File: src/rtl/core/assert_macros.svh
// ----------------------------------------------------------------------------
// Assertion macros for the keyed chunk store.
// Each macro checks on the rising edge of clk and is off while arst_n is low.
// ----------------------------------------------------------------------------
`ifndef ASSERT_MACROS_SVH
`define ASSERT_MACROS_SVH
`ifndef SYNTHESIS
`define KCSA_ASSERT(lbl, prop, msg) \
	lbl: assert property (@(posedge clk) disable iff (!arst_n) prop) else $error(msg);
`define KCSA_NEVER(lbl, expr, msg) \
	lbl: assert property (@(posedge clk) disable iff (!arst_n) !(expr)) else $error(msg);
`else
`define KCSA_ASSERT(lbl, prop, msg)
`define KCSA_NEVER(lbl, expr, msg)
`endif
`endif

File: src/rtl/core/kcsa_pkg.sv
// ----------------------------------------------------------------------------
// kcsa_pkg
// Shared constants, codes and types of the keyed chunk store allocator.
// ----------------------------------------------------------------------------
`default_nettype none
package kcsa_pkg;
	localparam int MEM_BYTES = 1024;
	localparam int KEY_MAX = 32;
	localparam int ADDR_W = $clog2(MEM_BYTES);
	localparam int KC_W = $clog2(KEY_MAX + 1);
	localparam int KI_W = (KEY_MAX > 1) ? $clog2(KEY_MAX) : 1;
	localparam int LEN_W = 10;
	localparam int PLEN_W = 16;
	localparam int CUR_W = ((ADDR_W > PLEN_W) ? ADDR_W : PLEN_W) + 2;
	localparam int HC_W = $clog2(KEY_MAX + 4);
	localparam int HDR_BYTES = 3;
	localparam int IN_DATA_W = 24;
	localparam int IN_USER_W = 3;
	localparam int OUT_DATA_W = 16;

	localparam logic [7:0] MARK_MAGIC = 8'(8'h1a << 1);
	localparam logic [7:0] MARK_MASK = 8'hfe;
	localparam logic [7:0] ERASED = 8'hff;

	localparam logic [1:0] REQ_WRITE = 2'd0;
	localparam logic [1:0] REQ_READ = 2'd1;
	localparam logic [1:0] REQ_FREE = 2'd2;
	localparam logic [1:0] REQ_BAD = 2'd3;

	localparam logic [2:0] STAT_ACCEPTED = 3'd0;
	localparam logic [2:0] STAT_SUCCESS = 3'd1;
	localparam logic [2:0] STAT_KEY_USED = 3'd2;
	localparam logic [2:0] STAT_NO_SPACE = 3'd3;
	localparam logic [2:0] STAT_NOT_FOUND = 3'd4;
	localparam logic [2:0] STAT_KEY_LONG = 3'd5;

	typedef struct packed {
		logic [1:0] req_type;
		logic item_kind;
		logic [7:0] byte_value;
		logic is_last;
		logic [LEN_W-1:0] data_length;
	} item_t;
endpackage
`default_nettype wire

File: src/rtl/core/kcsa_front.sv
// ----------------------------------------------------------------------------
// kcsa_front
// Input side: takes request words, splits them into fields and holds them
// in a two-entry queue for the sequencer.
// ----------------------------------------------------------------------------
`default_nettype none
module kcsa_front import kcsa_pkg::*; (
	input wire logic clk,
	input wire logic arst_n,
	input wire logic s_tvalid,
	output logic s_tready,
	input wire logic [IN_DATA_W-1:0] s_tdata, // byte_value, data_length, zero fill
	input wire logic [IN_USER_W-1:0] s_tuser, // req_type, item_kind
	input wire logic s_tlast,
	input wire logic en,
	output logic q_valid,
	output item_t q_item,
	input wire logic q_pop
);
	item_t buf_q [2];
	logic wp_q;
	logic rp_q;
	logic [1:0] cnt_q;
	logic push;
	item_t in_item;

	always_comb begin
		in_item.req_type = s_tuser[1:0];
		in_item.item_kind = s_tuser[2];
		in_item.byte_value = s_tdata[7:0];
		in_item.is_last = s_tlast;
		in_item.data_length = s_tdata[8 +: LEN_W];
	end

	assign s_tready = en && (cnt_q != 2'd2);
	assign push = s_tvalid && s_tready;
	assign q_valid = (cnt_q != 2'd0);
	assign q_item = buf_q[rp_q];

	always_ff @(posedge clk) begin
		if (push) begin
			buf_q[wp_q] <= in_item;
		end
	end

	always_ff @(posedge clk or negedge arst_n) begin
		if (!arst_n) begin
			wp_q <= 1'b0;
			rp_q <= 1'b0;
			cnt_q <= 2'd0;
		end else begin
			if (push) begin
				wp_q <= ~wp_q;
			end
			if (q_pop) begin
				rp_q <= ~rp_q;
			end
			cnt_q <= cnt_q + 2'(push) - 2'(q_pop);
		end
	end
endmodule
`default_nettype wire

File: config.mk
export PLATFORM = sky130hd
export DESIGN_NAME = kcsa_front
export DESIGN_NICKNAME = d
export VERILOG_FILES = /design/src/rtl/core/assert_macros.svh /design/src/rtl/core/kcsa_pkg.sv /design/src/rtl/core/kcsa_front.sv
export SDC_FILE = /design/constraint.sdc
export NUM_CORES = 1
export LEC_CHECK = 0
export ABC_AREA = 1
export BUFFER_PORTS_ARGS = -buffer_cell sky130_fd_sc_hd__buf_2
export CAP_MARGIN = 25
export CORE_MARGIN = 3
export CORE_UTILIZATION = 45
export DETAILED_ROUTE_END_ITERATION = 6
export PLACE_DENSITY = 0.77
export SYNTH_ARGS = -nofsm -noshare
export SYNTH_HDL_FRONTEND = slang
export SYNTH_SLANG_ARGS = --single-unit
File: constraint.sdc
create_clock -name clk -period 4.73 [get_ports clk]
set_clock_uncertainty 0.2 [all_clocks]
set_input_delay 0 -clock clk [delete_from_list [all_inputs] [get_ports clk]]
set_output_delay 0 -clock clk [all_outputs]
set_load 0.005 [all_outputs]
* Yosys cells after proc, flatten, opt, wreduce, memory -nomap -nowiden
Memory sizes are Yosys's and may differ from the RTL's. Cells that the tools add are included.
Cells by class: add/subtract/negate cells 2, equality and inequality tests 1, multiplexer cells 2, bitwise logic cells 2, reductions and logical operators 3
Operator list (number):
- $add 2x1->2 | 1
- $logic_and 1x1->1 | 2
- $mux 1 | 2
- $ne 2x2->1 const B | 1
- $not 1->1 | 2
- $reduce_bool 2->1 | 1
- $sub 2x1->2 | 1
Word-level totals: register bits 4, memory bits (writable) 44, input bits 33, output and inout bits 24, word-level logic and storage cells 14, memories 1
Memory list:
- buf_q | depth 2, bits a word 22, read ports 1, clocked after Yosys merged registers in 0, write ports 1, line kcsa_front.sv:20 | item_t buf_q [2];

* Depth between registers and ports, before layout
depth after elaboration 5, mapped depth 9, gate-level depth less buffers 9

* Worst setup path before layout
No wires, ideal clock.
path type reg2reg, start register cnt_q[1], end memory buf_q[1][0] (netlist bit) (enable), library setup time 0.401 ns, arrival 1.523 ns, required time 4.129 ns, slack 2.606 ns, stages on the path, launching flop included 4, path buffers 0, period minus slack after synthesis 2.124 ns, path through dfrtp_1 nand2_1 nand3_1 nor2_1
Between the ends: longest elaborated chain between the ends 5
RTL lines:
- from (decl) | line kcsa_front.sv:23 | logic [1:0] cnt_q;
- from (signal assigned) | line kcsa_front.sv:58 | cnt_q <= cnt_q + 2'(push) - 2'(q_pop);
- $ne 2x2->1 | line kcsa_front.sv:35 | assign s_tready = en && (cnt_q != 2'd2);
- $logic_and 1x1->1 | line kcsa_front.sv:35
- $logic_and 1x1->1 | line kcsa_front.sv:36 | assign push = s_tvalid && s_tready;
- $mux 1 | line kcsa_front.sv:41 | if (push) begin
- $mux 1 (implied by the code) | line kcsa_front.sv:42 | buf_q[wp_q] <= in_item;
- to (decl) | line kcsa_front.sv:20
Every way passes these cells.

* Worst setup path in the final report
start register cnt_q[0], end register wp_q
Between the ends: longest elaborated chain between the ends 3
RTL lines:
- $ne 2x2->1 | line kcsa_front.sv:35
- $logic_and 1x1->1 | line kcsa_front.sv:35
- $logic_and 1x1->1 | line kcsa_front.sv:36
- to (signal assigned) | line kcsa_front.sv:53 | wp_q <= ~wp_q;
- to (decl) | line kcsa_front.sv:21 | logic wp_q;
Every way passes these cells. A chain may end at the register's enable or synchronous reset.

==> impl_metrics.py <==
metrics = {
    "outcome": {
        "status": "finished clean",
    },
    "clock_tree": {
        "clk_pin_slew_ns": 0.08,
        "cts_tree": "built",
        "clk_latency_ns": 0.29,
        "cts_buffers": 5,
        "htree_num_levels": 2,
        "cts.sinks": 48,
        "cts_hold_buf": 28,
        "cts-resized-gates": 0,
        "cts_buffer_depth": 2,
        "cts_root_buf": "clkbuf_8",
        "post_cts_buffers": 0,
    },
    "setup_path": {
        "endpoint_kind": "flip-flop",
        "crit_type": "flip-flop to flip-flop",
        "crit_path_start_kind": "flip-flop",
        "cp.arrival_ns": 2.09,
        "path_max_fanout": 3,
        "critical_path_required_ns": 4.70,
    },
    "route": {
        "dr.pass1.iters": 4,
        "drtIter0Drc": 73,
        "antenna_left": 0,
        "wl_um": 3290,
        "drc": 0,
        "drt-vias-per-instance": 4.58,
        "num_vias": 1259,
        "wire_per_inst_um": 11.9,
    },
    "global_route": {
        "grt_pass1_vias": 1278,
        "grt-ovfl-total": 0,
        "grt_max_degree": 46,
        "track_usage": 0.136,
        "antenna_found_initial": 0,
        "grtUsageMet3": 0.0416,
        "grtUsageMet1": 0.136,
        "grt_busiest_layer": "met2",
        "grt_pass1_wl_um": 5350,
        "met2_usage": 0.260,
    },
    "worst_hold_path": {
        "min_path_type": "primary input to flip-flop",
    },
    "synthesis": {
        "syn_avg_cell_area_um2": 13.8,
        "postSynthCellCount": 143,
        "synth-compound-area-share": 0.0958,
        "synth_top_family_by_area": "compound AO/OA/AOI/OAI gates",
        "mappedNetlistArea_um2": 1970,
        "synthMuxAreaShare": 0,
        "synth_xor_area_frac": 0.00444,
        "ys_seq_area_frac": 0.721,
        "syn_nets": 178,
        "yosys.cell_types.count": 16,
        "synth-simple-area-share": 0.0717,
        "synth_warnings": 0,
        "synthAdderAreaFrac": 0.0127,
        "ys_ff_latch": 48,
    },
    "place": {
        "dpl.hpwl_um": 2060,
        "place_congestion": 0.705,
        "io_buffer_count": 50,
    },
    "timing": {
        "setup_viol": 0,
        "hold_viol": 0,
        "relSlewSlack": 0.376,
        "min_period_ns": 2.12,
        "max_freq_ghz": 0.471,
        "finalSetupTns_ns": 0,
        "rsz0062_at_grt": "no",
        "tightest_slew_ns": 0.936,
        "slew_viol_final": 0,
        "fin_crit_sh": 0.448,
    },
    "cells_and_area": {
        "insertedDiodeCount": 0,
        "final_common_cell": "buf_2",
        "synthToLayoutAreaGrowth_pct": 32.7,
        "nets": 259,
        "final_util": 0.636,
        "drive_gt1_frac": 0.364,
        "layout_common_cells": "buf_2 (50), edfxtp_1 (44), inv_1 (29), nand2_1 (29), dlygate4sd3_1 (28)",
    },
    "power": {
        "leakagePower_nw": 1.14,
        "finalPower_mw": 1.23,
        "irDropWorstVdd_uv": 321,
        "power_density_nw_per_um2": 471,
    },
    "flow_run": {
        "max-cap-violations": 0,
    },
    "floorplan": {
        "num_io_pins": 57,
        "fp-row-count": 23,
        "die_h_um": 72.2,
        "die_x_um": 72.2,
        "start_util": 0.479,
        "die-area_um2": 5210,
        "core-area_um2": 4120,
    },
}
==> synth_stat cells <==
cell type,instances,area share
edfxtp_1,44,0.67
nor2_1,1,0.0019
nand4_1,1,0.0032
buf_12,2,0.020
nand2_2,2,0.0063
a21boi_0,1,0.0038
o21ai_0,3,0.0076
inv_1,29,0.055
buf_6,2,0.011
o21ai_2,19,0.084
dfrtp_1,4,0.051
nand3_1,2,0.0051
nand2_1,29,0.055
xor2_1,1,0.0044
buf_8,1,0.0076
ha_1,2,0.013
==> metrics by stage <==
step | instance area [µm²] | instances | hold slack, ns | worst slack (ns)
after global placement | 2210 | 238 | -0.385 | 2.61
final | 2620 | 275 | 0.108 | 2.61
after detailed placement | 2230 | 239 | -0.386 | 2.85
after global routing | 2620 | 275 | 0.121 | 2.50
after CTS | 2620 | 275 | 0.0836 | 2.65
after floorplan | 1970 | 143 | -0.496 | 2.61
==> registers in the layout, summed over array words and instances (netlist names) <==
register / cells
buf_q: 44
cnt_q: 2
rp_q: 1
wp_q: 1
==> cell type report <==
class | count | area [µm²]
clock buffer | 5 | 68.8
clock inverter | 3 | 42.5
fill | 322 | 1500
multi-input combinational | 61 | 367
sequential | 48 | 1420
tap | 50 | 62.6
timing repair buffer | 79 | 546
inverter | 29 | 109
==> final timing paths <==
path	startpoint	end	slack (ns)	depth (start not counted)
min reg2reg	cnt_q[0]$_DFF_PN0_	cnt_q[0]$_DFF_PN0_	0.31	1
min in group asynchronous	arst_n	cnt_q[0]$_DFF_PN0_	0.41	3
min	en	buf_q[1][2]$_DFFE_PP_	0.11	3
max reg2reg	cnt_q[0]$_DFF_PN0_	wp_q$_DFFE_PN0P_	2.61	6
max in group asynchronous	arst_n	rp_q$_DFFE_PN0P_	3.72	3
max	cnt_q[0]$_DFF_PN0_	wp_q$_DFFE_PN0P_	2.61	6
==> per-layer routing <==
metal / vias to the layer above / share of wire
met5: - / 0
met4: 0 / 0.011
met3: 4 / 0.061
met2: 36 / 0.54
met1: 579 / 0.39
li1: 640 / -
==> cell families (layout without fill, tap and decap cells) <==
family / count (synthesis) / count (layout)
and+or+nand+nor: 35 / 35
DFF: 48 / 48
xor gates and xnor gates: 1 / 1
AOI/OAI and AO/OA: 23 / 23
buffers and inverters: 34 / 116
adders and majority gates: 2 / 2
==> power breakdown <==
| group | total [mW] | internal, mW | switching [mW] |
|---|---|---|---|
| clock | 0.283 | 0.156 | 0.127 |
| sequential | 0.619 | 0.533 | 0.0864 |
| combinational | 0.329 | 0.168 | 0.161 |
| total | 1.23 | 0.858 | 0.374 |
==> worst max-delay path, stage by stage, from the launching register on <==
cell and delay [ns]:
dfrtp_1 0.38, inv_1 0.09, nand2_1 0.08, nand4_1 0.09, dlygate4sd3_1 0.56, nand2_1 0.06
dlygate4sd3_1 0.55
No activity file was read; power rests on OpenSTA's default activity.
